**src/hdl/plp_pkg.sv**
```systemverilog
// Shared types, character codes and helpers for the properties line parser.
`default_nettype none

package plp_pkg;

  typedef enum logic [2:0] {
    PH_LINE_START,
    PH_COMMENT,
    PH_KEY,
    PH_SEP,
    PH_VALUE,
    PH_KEY_HEX,
    PH_VALUE_HEX
  } phase_t;

  localparam logic [1:0] KIND_KEY   = 2'd0;
  localparam logic [1:0] KIND_VALUE = 2'd1;
  localparam logic [1:0] KIND_END   = 2'd2;
  localparam logic [1:0] KIND_BAD   = 2'd3;

  localparam logic [15:0] CH_TAB   = 16'h0009;
  localparam logic [15:0] CH_LF    = 16'h000A;
  localparam logic [15:0] CH_FF    = 16'h000C;
  localparam logic [15:0] CH_CR    = 16'h000D;
  localparam logic [15:0] CH_SPACE = 16'h0020;
  localparam logic [15:0] CH_BANG  = 16'h0021;
  localparam logic [15:0] CH_HASH  = 16'h0023;
  localparam logic [15:0] CH_COLON = 16'h003A;
  localparam logic [15:0] CH_EQ    = 16'h003D;
  localparam logic [15:0] CH_BSL   = 16'h005C;
  localparam logic [15:0] CH_F     = 16'h0066;
  localparam logic [15:0] CH_N     = 16'h006E;
  localparam logic [15:0] CH_R     = 16'h0072;
  localparam logic [15:0] CH_T     = 16'h0074;
  localparam logic [15:0] CH_U     = 16'h0075;

  typedef struct packed {
    logic       ok;
    logic [3:0] value;
  } hex_digit_t;

  function automatic logic is_blank(input logic [15:0] c);
    return (c == CH_SPACE) || (c == CH_TAB) || (c == CH_FF);
  endfunction

  function automatic logic is_eol(input logic [15:0] c);
    return (c == CH_CR) || (c == CH_LF);
  endfunction

  function automatic hex_digit_t hex_digit(input logic [15:0] c);
    hex_digit_t d;
    d.ok    = 1'b0;
    d.value = 4'd0;
    if (c >= 16'h0030 && c <= 16'h0039) begin
      d.ok    = 1'b1;
      d.value = c[3:0];
    end else if ((c >= 16'h0061 && c <= 16'h0066) || (c >= 16'h0041 && c <= 16'h0046)) begin
      d.ok    = 1'b1;
      d.value = c[3:0] + 4'd9;
    end
    return d;
  endfunction

endpackage

`default_nettype wire

```
**src/hdl/properties_line_parser.sv**
```systemverilog
// Streaming tokenizer for the properties text format, one code unit per beat.
//
// Input channel (in_valid/in_ready): one beat carries a 16-bit code_unit or,
// with end_of_input high, the end-of-text mark (code_unit is then ignored).
// Output channel (out_valid/out_ready): one beat carries kind and unit_out:
// a decoded key unit, a decoded value unit, an entry end, or a malformed
// \u escape report. An input beat yields zero or one output beat.
//
// Timing: the tokenizer state is a small set of flags updated in the cycle
// an input beat is accepted; a result lands in a two-entry output buffer and
// is offered on the ports the next cycle if nothing is queued ahead. Throughput is
// one input beat per cycle; the buffer depth sets how long the receiver may stall
// before in_ready drops (in_ready is low only while both buffer entries are full).
//
// Reset (rst, synchronous) returns the tokenizer to the start of a line with
// no escape pending and empties the output buffer. An end_of_input beat
// closes any open entry (or reports an unfinished \u) and then puts the
// tokenizer back to the same clean state. After a malformed escape, every
// beat up to and including end_of_input produces nothing.
`default_nettype none

module properties_line_parser (
  input  wire logic        clk,
  input  wire logic        rst,
  input  wire logic        in_valid,
  output logic             in_ready,
  input  wire logic [15:0] code_unit,
  input  wire logic        end_of_input,
  output logic             out_valid,
  input  wire logic        out_ready,
  output logic [1:0]       kind,
  output logic [15:0]      unit_out
);
  import plp_pkg::*;

  // tokenizer state
  phase_t      phase, phase_next;
  logic        escape_pending, escape_pending_next;
  logic [15:0] hex_accumulator, hex_accumulator_next;
  logic [1:0]  hex_digits_seen, hex_digits_seen_next;
  logic        after_continuation, after_continuation_next;
  logic        skip_linefeed, skip_linefeed_next;
  logic        separator_seen, separator_seen_next;
  logic        error_latched, error_latched_next;
  logic        lone_backslash, lone_backslash_next;
  logic        empty_entry_pending, empty_entry_pending_next;

  // result of the current beat
  logic        r_valid;
  logic [1:0]  r_kind;
  logic [15:0] r_unit;

  // scratch for the combinational pass
  logic        go;
  logic        run_key, run_sep, run_value, run_hex;
  logic        text_en;
  logic [1:0]  text_kind;
  logic [15:0] c, esc_unit;
  hex_digit_t  hd;

  // output buffer
  logic [1:0]  count;
  logic [1:0]  slot_kind [2];
  logic [15:0] slot_unit [2];

  logic accept, push, pop;

  assign in_ready  = (count != 2'd2);
  assign accept    = in_valid && in_ready;
  assign push      = accept && r_valid;
  assign out_valid = (count != 2'd0);
  assign pop       = out_valid && out_ready;
  assign kind      = slot_kind[0];
  assign unit_out  = slot_unit[0];
  assign c         = code_unit;
  assign hd        = hex_digit(code_unit);

  always_comb begin
    phase_next               = phase;
    escape_pending_next      = escape_pending;
    hex_accumulator_next     = hex_accumulator;
    hex_digits_seen_next     = hex_digits_seen;
    after_continuation_next  = after_continuation;
    skip_linefeed_next       = skip_linefeed;
    separator_seen_next      = separator_seen;
    error_latched_next       = error_latched;
    lone_backslash_next      = lone_backslash;
    empty_entry_pending_next = empty_entry_pending;
    r_valid   = 1'b0;
    r_kind    = KIND_KEY;
    r_unit    = 16'd0;
    go        = 1'b0;
    run_key   = 1'b0;
    run_sep   = 1'b0;
    run_value = 1'b0;
    run_hex   = 1'b0;
    text_en   = 1'b0;
    text_kind = KIND_KEY;
    esc_unit  = c;

    if (end_of_input) begin
      if (!error_latched) begin
        if (phase == PH_KEY || phase == PH_SEP || phase == PH_VALUE ||
            (phase == PH_LINE_START && empty_entry_pending)) begin
          r_valid = 1'b1;
          r_kind  = KIND_END;
        end else if (phase == PH_KEY_HEX || phase == PH_VALUE_HEX) begin
          r_valid = 1'b1;
          r_kind  = KIND_BAD;
        end
      end
      phase_next               = PH_LINE_START;
      escape_pending_next      = 1'b0;
      hex_accumulator_next     = 16'd0;
      hex_digits_seen_next     = 2'd0;
      after_continuation_next  = 1'b0;
      skip_linefeed_next       = 1'b0;
      separator_seen_next      = 1'b0;
      error_latched_next       = 1'b0;
      lone_backslash_next      = 1'b0;
      empty_entry_pending_next = 1'b0;
    end else if (!error_latched) begin
      empty_entry_pending_next = 1'b0;
      go = 1'b1;
      // LF right after a CR continuation is part of that line end
      if (skip_linefeed) begin
        skip_linefeed_next = 1'b0;
        if (c == CH_LF) go = 1'b0;
      end
      // leading blanks of a continued line are dropped
      if (go && after_continuation) begin
        if (is_blank(c)) go = 1'b0;
        else after_continuation_next = 1'b0;
      end
      if (go) begin
        case (phase)
          PH_LINE_START: begin
            if (!is_blank(c) && !is_eol(c)) begin
              if (c == CH_HASH || c == CH_BANG) begin
                phase_next = PH_COMMENT;
              end else begin
                phase_next          = PH_KEY;
                separator_seen_next = 1'b0;
                escape_pending_next = 1'b0;
                lone_backslash_next = (c == CH_BSL);
                run_key             = 1'b1;
              end
            end
          end
          PH_COMMENT:   if (is_eol(c)) phase_next = PH_LINE_START;
          PH_KEY:       run_key = 1'b1;
          PH_SEP:       run_sep = 1'b1;
          PH_VALUE:     run_value = 1'b1;
          PH_KEY_HEX,
          PH_VALUE_HEX: run_hex = 1'b1;
          default:      phase_next = PH_LINE_START;
        endcase
      end

      // line ends in key, separator and value phases
      if ((run_key || run_sep || run_value) && is_eol(c)) begin
        if (!escape_pending_next) begin
          phase_next          = PH_LINE_START;
          separator_seen_next = 1'b0;
          r_valid             = 1'b1;
          r_kind              = KIND_END;
        end else if (run_key && lone_backslash_next) begin
          escape_pending_next      = 1'b0;
          lone_backslash_next      = 1'b0;
          phase_next               = PH_LINE_START;
          empty_entry_pending_next = 1'b1;
          skip_linefeed_next       = (c == CH_CR);
        end else begin
          escape_pending_next     = 1'b0;
          after_continuation_next = 1'b1;
          skip_linefeed_next      = (c == CH_CR);
        end
      end else if (run_key) begin
        if (c != CH_BSL || escape_pending_next) lone_backslash_next = 1'b0;
        if (!escape_pending_next && (c == CH_EQ || c == CH_COLON)) begin
          phase_next          = PH_SEP;
          separator_seen_next = 1'b1;
        end else if (!escape_pending_next && is_blank(c)) begin
          phase_next          = PH_SEP;
          separator_seen_next = 1'b0;
        end else begin
          text_en   = 1'b1;
          text_kind = KIND_KEY;
        end
      end else if (run_sep) begin
        if (escape_pending) begin
          phase_next = PH_VALUE;
          text_en    = 1'b1;
          text_kind  = KIND_VALUE;
        end else if (c == CH_BSL) begin
          escape_pending_next = 1'b1;
        end else if (is_blank(c)) begin
          // separator blanks skipped
        end else if ((c == CH_EQ || c == CH_COLON) && !separator_seen) begin
          separator_seen_next = 1'b1;
        end else begin
          phase_next = PH_VALUE;
          text_en    = 1'b1;
          text_kind  = KIND_VALUE;
        end
      end else if (run_value) begin
        text_en   = 1'b1;
        text_kind = KIND_VALUE;
      end

      // \u digits
      if (run_hex) begin
        if (is_eol(c)) begin
          if (!escape_pending) begin
            error_latched_next = 1'b1;
            r_valid            = 1'b1;
            r_kind             = KIND_BAD;
          end else begin
            escape_pending_next     = 1'b0;
            after_continuation_next = 1'b1;
            skip_linefeed_next      = (c == CH_CR);
          end
        end else if (escape_pending || (c != CH_BSL && !hd.ok)) begin
          error_latched_next = 1'b1;
          r_valid            = 1'b1;
          r_kind             = KIND_BAD;
        end else if (c == CH_BSL) begin
          escape_pending_next = 1'b1;
        end else begin
          hex_accumulator_next = {hex_accumulator[11:0], hd.value};
          hex_digits_seen_next = hex_digits_seen + 2'd1;
          if (hex_digits_seen == 2'd3) begin
            phase_next = (phase == PH_KEY_HEX) ? PH_KEY : PH_VALUE;
            r_valid    = 1'b1;
            r_kind     = (phase == PH_KEY_HEX) ? KIND_KEY : KIND_VALUE;
            r_unit     = {hex_accumulator[11:0], hd.value};
          end
        end
      end

      // plain or escaped text unit
      if (text_en) begin
        if (escape_pending_next) begin
          escape_pending_next = 1'b0;
          if (c == CH_U) begin
            phase_next           = (text_kind == KIND_KEY) ? PH_KEY_HEX : PH_VALUE_HEX;
            hex_accumulator_next = 16'd0;
            hex_digits_seen_next = 2'd0;
          end else begin
            case (c)
              CH_T:    esc_unit = CH_TAB;
              CH_R:    esc_unit = CH_CR;
              CH_N:    esc_unit = CH_LF;
              CH_F:    esc_unit = CH_FF;
              default: esc_unit = c;
            endcase
            r_valid = 1'b1;
            r_kind  = text_kind;
            r_unit  = esc_unit;
          end
        end else if (c == CH_BSL) begin
          escape_pending_next = 1'b1;
        end else begin
          r_valid = 1'b1;
          r_kind  = text_kind;
          r_unit  = c;
        end
      end
    end
  end

  always_ff @(posedge clk) begin
    if (rst) begin
      phase               <= PH_LINE_START;
      escape_pending      <= 1'b0;
      hex_accumulator     <= 16'd0;
      hex_digits_seen     <= 2'd0;
      after_continuation  <= 1'b0;
      skip_linefeed       <= 1'b0;
      separator_seen      <= 1'b0;
      error_latched       <= 1'b0;
      lone_backslash      <= 1'b0;
      empty_entry_pending <= 1'b0;
    end else if (accept) begin
      phase               <= phase_next;
      escape_pending      <= escape_pending_next;
      hex_accumulator     <= hex_accumulator_next;
      hex_digits_seen     <= hex_digits_seen_next;
      after_continuation  <= after_continuation_next;
      skip_linefeed       <= skip_linefeed_next;
      separator_seen      <= separator_seen_next;
      error_latched       <= error_latched_next;
      lone_backslash      <= lone_backslash_next;
      empty_entry_pending <= empty_entry_pending_next;
    end
  end

  // Two-entry output buffer; slot 0 is the head.
  always_ff @(posedge clk) begin
    if (rst) begin
      count <= 2'd0;
    end else begin
      case ({push, pop})
        2'b10:   count <= count + 2'd1;
        2'b01:   count <= count - 2'd1;
        default: count <= count;
      endcase
    end
  end

  always_ff @(posedge clk) begin
    // head takes the new beat when the buffer is, or is about to be, empty
    if (push && (count == 2'd0 || (count == 2'd1 && pop))) begin
      slot_kind[0] <= r_kind;
      slot_unit[0] <= r_unit;
    end else if (pop) begin
      slot_kind[0] <= slot_kind[1];
      slot_unit[0] <= slot_unit[1];
    end
    if (push && count == 2'd1 && !pop) begin
      slot_kind[1] <= r_kind;
      slot_unit[1] <= r_unit;
    end
  end

  // buffer never overfills
  a_count_range: assert property (@(posedge clk) disable iff (rst) count != 2'd3)
    else $error("output buffer count out of range");

  // once a bad escape is reported, nothing more until end of input
  a_error_silent: assert property (@(posedge clk) disable iff (rst)
    accept && error_latched && !end_of_input |-> !r_valid)
    else $error("result produced after malformed escape");

  // entry end and error carry a zero unit
  a_zero_unit: assert property (@(posedge clk) disable iff (rst)
    push && (r_kind == KIND_END || r_kind == KIND_BAD) |-> r_unit == 16'd0)
    else $error("nonzero unit on marker result");

  // end of input leaves a clean tokenizer
  a_eoi_clean: assert property (@(posedge clk) disable iff (rst)
    accept && end_of_input |=> phase == PH_LINE_START && !escape_pending && !error_latched)
    else $error("state not cleared after end of input");

  // digit counter idles at zero outside \u decoding
  a_hex_idle: assert property (@(posedge clk) disable iff (rst)
    phase != PH_KEY_HEX && phase != PH_VALUE_HEX |-> hex_digits_seen == 2'd0)
    else $error("hex digit count live outside escape");

endmodule

`default_nettype wire
```
**config.mk**
```make
export PLATFORM = sky130hd
export DESIGN_NAME = properties_line_parser
export DESIGN_NICKNAME = d
export VERILOG_FILES = /design/src/hdl/plp_pkg.sv /design/src/hdl/properties_line_parser.sv
export SDC_FILE = /design/constraint.sdc
export NUM_CORES = 1
export LEC_CHECK = 0
export BUFFER_PORTS_ARGS = -buffer_cell sky130_fd_sc_hd__buf_2
export CELL_PAD_IN_SITES_DETAIL_PLACEMENT = 1
export CELL_PAD_IN_SITES_GLOBAL_PLACEMENT = 1
export CORE_MARGIN = 5
export CORE_UTILIZATION = 35
export DETAILED_ROUTE_END_ITERATION = 7
export PLACE_DENSITY = 0.7
export SLEW_MARGIN = 20
export SYNTH_ARGS = -nofsm -noshare
export SYNTH_HDL_FRONTEND = slang
export SYNTH_SLANG_ARGS = --single-unit
```
**constraint.sdc**
```tcl
create_clock -name clk -period 9.65 [get_ports clk]
set_input_delay 1.93 -clock clk [delete_from_list [all_inputs] [get_ports clk]]
set_output_delay 1.93 -clock clk [all_outputs]
set_load 0.005 [all_outputs]
```
Word level (Yosys, flattened, before mapping)
Memory sizes are Yosys's and may differ from the RTL's.
Index checks and enable logic that the tools add are counted.
{ "op_classes": {"n_addsub": 4, "mul": 0, "div": 0, "n_lt_le_gt_ge": 6, "n_eq_ne": 28, "shifts": 0, "n_mux": 239, "bitwise": 2, "reduce_logical": 50} }
{ "op_table": {"columns": ["op", "n"], "rows": [
  ["two-way mux 16 bit", 22],
  ["two-way mux 1 bit", 151],
  ["== test 16 x 7 -> 1 bit, second input constant", 6],
  ["== test 16 x 6 -> 1 bit, second input constant", 5],
  ["two-way mux 3 bit", 25],
  ["two-way mux 2 bit", 35],
  ["== test 16 x 4 -> 1 bit, second input constant", 4],
  ["case mux 16 bit (4 select lines)", 1],
  [">= comparator 16 x 7 -> 1 bit, second input constant", 2],
  ["less-or-equal comparator 16 x 7 -> 1 bit, second input constant", 2],
  ["logical AND 1 bit", 19],
  [">= comparator 16 x 6 -> 1 bit, second input constant", 1],
  ["less-or-equal comparator 16 x 6 -> 1 bit, second input constant", 1],
  ["inequality test 16 x 7 -> 1 bit, second input constant", 1],
  ["OR reduction 16 bit", 1],
  ["logical OR 1 bit", 15],
  ["two-way mux 5 bit", 2],
  ["== test 3 bit, second input constant", 3],
  ["case mux 3 bit (3 select lines)", 1],
  ["== test 3 x 2 -> 1 bit, second input constant", 2],
  ["zero test 1 bit", 6],
  ["OR reduction 5 bit", 1],
  ["adder 2 x 1 -> 2 bit, second input constant", 2],
  ["adder 4 bit, second input constant", 1],
  ["13 further kinds", 20]
]} }
{ "totals": {"regBits": 30, "latchBits": 0, "mem_bits_rw": 36, "romBits": 0, "out_inout_bits": 20, "wordCells": 342, "memories": 2} }
{ "memory_table": {"columns": ["name", "words", "width", "rd", "rd_clocked_by_memory_dff", "wr", "line", "source"], "rows": [
  ["slot_unit", 2, 16, 2, 0, 1, "properties_line_parser.sv:64", "logic [15:0] slot_unit [2];"],
  ["slot_kind", 2, 2, 2, 0, 1, "properties_line_parser.sv:63", "logic [1:0] slot_kind [2];"]
]} }

Depth between registers and ports, before layout
{ "logic_depth": {"ltp_word": 34, "mapped_depth": 14} }

Worst setup path before layout
Ideal clock, no wire load.
{ "synth_path": {"kind": "input to register", "from": "in code_unit[0]", "to": "mem slot_kind[0][0], enable pin", "setup_ns": 0.418, "t_arrival_ns": 5.397, "setup_slack_ns": 3.835, "stages": 11, "path_cell_list": "inv_1 -> ha_1 -> or2b_1 -> a211o_1 -> nor4_1 -> clkbuf_1 -> nor2_1 -> a21boi_0 -> a211oi_4 -> a2bb2oi_1 -> o21ai_0"} }
{ "synth_between": {"elab_chain_len": 34} }
{ "synth_rtl": {"columns": ["element", "line", "source"], "rows": [
  ["start, declared", "properties_line_parser.sv:27", "input wire logic [15:0] code_unit,"],
  ["== test 16 x 4 -> 1 bit", "plp_pkg.sv:47, properties_line_parser.sv:128", null],
  ["two-way mux 1 bit", "properties_line_parser.sv:128", "if (c == CH_LF) go = 1'b0;"],
  ["two-way mux 1 bit", "properties_line_parser.sv:126", "if (skip_linefeed) begin"],
  ["two-way mux 1 bit", "properties_line_parser.sv:122", "end else if (!error_latched) begin"],
  ["two-way mux 1 bit", "properties_line_parser.sv:101", "if (end_of_input) begin"],
  ["two-way mux 1 bit or logical AND 1 bit (tied branches)", "properties_line_parser.sv:132, properties_line_parser.sv:131", null],
  ["two-way mux 1 bit", "properties_line_parser.sv:131", "if (go && after_continuation) begin"],
  ["two-way mux 1 bit", "properties_line_parser.sv:122", null],
  ["[... 17 more ...]", null, null],
  ["two-way mux 1 bit (*)", "properties_line_parser.sv:122", null],
  ["two-way mux 1 bit (*)", "properties_line_parser.sv:101", null],
  ["logical AND 1 bit (*)", "properties_line_parser.sv:70", "assign push = accept && r_valid;"],
  ["logical AND 1 bit (2 in a row)", "properties_line_parser.sv:320", "if (push && count == 2'd1 && !pop) begin"],
  ["two-way mux 1 bit", "properties_line_parser.sv:320", null],
  ["two-way mux 1 bit (not written as such)", "properties_line_parser.sv:321", "slot_kind[1] <= r_kind;"],
  ["OR reduction 2 bit (no source line)", null, null],
  ["two-way mux 1 bit (no source line)", null, null],
  ["end, declared", "properties_line_parser.sv:63", null]
]} }
Mark *: on every way between the ends. The rest lies on a longest branch, timed or not. The select of a mux whose other input is x is not followed.

Worst setup path after layout
{ "layout_path": {"from": "in code_unit[0]", "to": "mem slot_unit[0][15], data pin"} }
{ "layout_between": {"elab_chain_len": 34} }
{ "layout_rtl": {"columns": ["element", "line", "source"], "rows": [
  ["== test 16 x 4 -> 1 bit", "plp_pkg.sv:47, properties_line_parser.sv:128", null],
  ["two-way mux 1 bit", "properties_line_parser.sv:128", null],
  ["two-way mux 1 bit", "properties_line_parser.sv:126", null],
  ["two-way mux 1 bit", "properties_line_parser.sv:122", null],
  ["two-way mux 1 bit", "properties_line_parser.sv:101", null],
  ["two-way mux 1 bit or logical AND 1 bit (tied branches)", "properties_line_parser.sv:132, properties_line_parser.sv:131", null],
  ["two-way mux 1 bit", "properties_line_parser.sv:131", null],
  ["two-way mux 1 bit", "properties_line_parser.sv:122", null],
  ["[... 17 more ...]", null, null],
  ["two-way mux 1 bit", "properties_line_parser.sv:122", null],
  ["two-way mux 1 bit", "properties_line_parser.sv:101", null],
  ["logical AND 1 bit", "properties_line_parser.sv:70", null],
  ["logical AND 1 bit (2 in a row)", "properties_line_parser.sv:320", null],
  ["two-way mux 1 bit", "properties_line_parser.sv:320", null],
  ["two-way mux 1 bit (not written as such)", "properties_line_parser.sv:322", "slot_unit[1] <= r_unit;"],
  ["OR reduction 16 bit (no source line)", null, null],
  ["two-way mux 16 bit (no source line) (*)", null, null],
  ["end, declared", "properties_line_parser.sv:64", null]
]} }
Marked as above.

==> results.md <==
* Max rail drop VDD at 82.20 uV
* Critical path destination: slot_unit[0][15]
* Sequential fraction of the synthesis area at 0.3878
* RSZ-0062 raised after global routing: no
* Worst EP arrival at 5.82 ns
* PostCTS Resize Cnt at 0
* Die height at 118.6 um
* Syn Inst Count at 417
* Synth top cells by count: edfxtp_1, nand2_1, dfxtp_1
* CTS sink cnt at 62
* Leak Pwr at 1.740 nW
* Worst Setup SP: code_unit[0]
* Nets at 466
* Drt initial violations at 211
* Area of the mapped netlist at 4130 um2
* Pwr dens at 200.3 nW/um2
* Detailed-route DRC error count at 0
* CTS tree: yes
* Initial antenna violation count at 0
* Critical path type: in -> reg
* Cell Count, Final, Fillers Out at 583
* Hold Crit Class: reg -> reg
* Pin count of the biggest net entering global routing at 19
* Routed via count at 3482
* Worst-skew pair later-pin latency at 0.33 ns
* WP data required at 9.72 ns
* Clock slew at reported path FFs at 0.06 ns
* DR pass1 iterations at 4
* Setup violators final at 0
* Fin crit share at 0.5960
* Reg2Reg Depth at 8
* # placed instances at 567
* Slew at the pin closest to its max-slew limit at 0.9649 ns
* Vias in the first global route at 3682
* Gr ovfl total at 0
* Final Hold Vio Count at 0
* Reg-to-reg startpoint: phase[2]
* Max Cap Viol at 0
* GP Congestion at 0.9319
* Max H-tree Level at 3
* Setup_tns at 0 ns
* Clk_skew at 0.01225 ns
* Cell with the most instances after synthesis: edfxtp_1
* Yosys warnings at 0
* R2R Path End: slot_unit[0][15]
* WL per Instance at 21.47 um
* Distinct cells, synth at 75
* Final Slew Violations at 0
* Core Rows at 39
* Worst rel slew slack at 0.3532
* Routed Antenna Nets at 0
* I/O Pins at 41
* Clk buf depth at 2
* F_max at 0.1739 GHz
* Setup crit start kind: input pin
* Num CTS Buffers at 9
* Total of fill cells in the finished design at 1316
* Min Tclk post-route at 5.751 ns
* FF+latch count, synth at 62
* Die width at 118.6 um
* Port Buffers at 40
* Routed vias/inst at 5.973
* Placeable Area at 11520 um2
* Post-Syn Nets at 448
* CP max FO at 18
* Post-synth ARST share at 0
* CP endpoint kind: flop
* Initial Utilization at 0.3586
* Status: complete, no violations
* Ant diodes at 0
* Post-CTS setup repair buffer count at 0
* Share of cells above drive strength 1 at 0.2295
* Hold Buf Count CTS at 0
* WL final at 12520 um
* GRT Overall Usage at 0.1756
* Clock Tree Root: clkbuf_16
* DP HPWL at 9546 um
* Syn_area_per_cell at 9.905 um2
* Post-synth top flop: edfxtp_1
* First-pass GRT wire length at 20050 um
* Post-synth EDFFs at 36
* HP Start: empty_entry_pending
* Top post-synthesis cells by area: edfxtp_1, dfxtp_1, a22o_1
* Layout area overhead at 12.30%
* Area of the die at 14070 um2
* Reg2Reg Setup Slack at 5.65 ns
* Dominant cell type by area after synthesis: edfxtp_1
* Synth top area share at 0.2617
[area by class of cell]
cell class                 instances  area [um2]  share of cell area
tap                              143       178.9             0.03858
inverter                          18       67.56             0.01457
clock inverter                     6       86.33             0.01861
clock buffer                      10       229.0             0.04937
timing repair buffer              44       230.2             0.04964
sequential                        62        1602              0.3453
multi-input combinational        300        2245              0.4839
[cell usage in the layout, fill, tap and decap left out, types with 3 or more instances in the layout]
master	count
o21ai_0	23
a211oi_1	5
or4_1	3
mux2_2	9
nor2_1	20
nand2b_1	5
a22o_1	25
a21oi_1	19
a2bb2oi_1	4
or3_1	5
inv_1	18
nand3_1	16
and2_1	4
o211ai_1	6
o221ai_1	4
dfxtp_1	26
mux2_4	10
nor4_1	7
nand4_1	4
nor2b_1	7
nand2_1	27
a211o_1	5
ha_1	10
nor3b_1	4
xor2_1	3
o21bai_1	4
clkbuf_16	9
buf_2	40
buf_4	4
edfxtp_1	36
nor3_1	6
a22oi_1	3
and3_1	5
nor4_4	3
[through the flow]
stage	setup slack, ns	cell area, um2	hold slack, ns	util	power (mW)
2_1_floorplan	3.835	4130	0.4275	-	0.5429
3_5_place_dp	3.569	4323	0.4606	0.3754	0.5949
6_report	3.899	4638	0.4658	0.4028	0.9288
4_1_cts	3.917	4638	0.4692	0.4028	0.9426
5_1_grt	3.675	4638	0.5014	0.4028	0.9768
3_3_place_gp	3.727	4319	0.4523	0.3751	0.5800
[report_power, final]
part	internal, mW	switching [mW]
Clock	0.226	0.118
Combinational	0.0989	0.135
Sequential	0.337	0.0139
Total	0.661	0.268
[kinds of logic after synthesis]
kind of cell             share of synthesized area
AO/OA/AOI/OAI                               0.2496
AND/OR/NAND/NOR                             0.1905
flip-flops                                  0.3878
buffers and inverters                      0.06967
multiplexers                               0.06574
adder cells (fa/ha/maj)                    0.03029
XOR/XNOR                                  0.006363
[state kept, by name, indices dropped and copies added (netlist names), 2 cells and up]
signal / flops
hex_digits_seen: 2
hex_accumulator: 12
count: 2
slot_kind: 4
slot_unit: 32
phase: 3
[worst min path at each step]
stage	slack, ns	to	depth (start not counted)
after floorplan	0.43	empty_entry_pending	2
after global placement	0.45	empty_entry_pending	2
after detailed placement	0.46	empty_entry_pending	2
after CTS	0.47	empty_entry_pending	2
after global routing	0.50	lone_backslash	2
final	0.47	empty_entry_pending	2
[metal layers]
layer,vias up,GRT usage,part of all wire
li1,1636,-,-
met1,1745,0.2241,0.45
met2,88,0.3037,0.49
met3,13,0.03582,0.040
met4,0,0.04490,0.013
met5,-,0,0
[critical path: stages]
cell and delay, ns:
buf_2 0.18, inv_1 0.13, ha_1 0.28, or2b_1 0.26, a211o_1 0.26, nor4_1 0.07
buf_4 0.20, o21ai_0 0.36, nand3_1 0.18, a21oi_1 0.73, a211oi_4 0.16, o21ai_4 0.64
mux2_2 0.43
No activity file was read; power rests on OpenSTA's default activity.
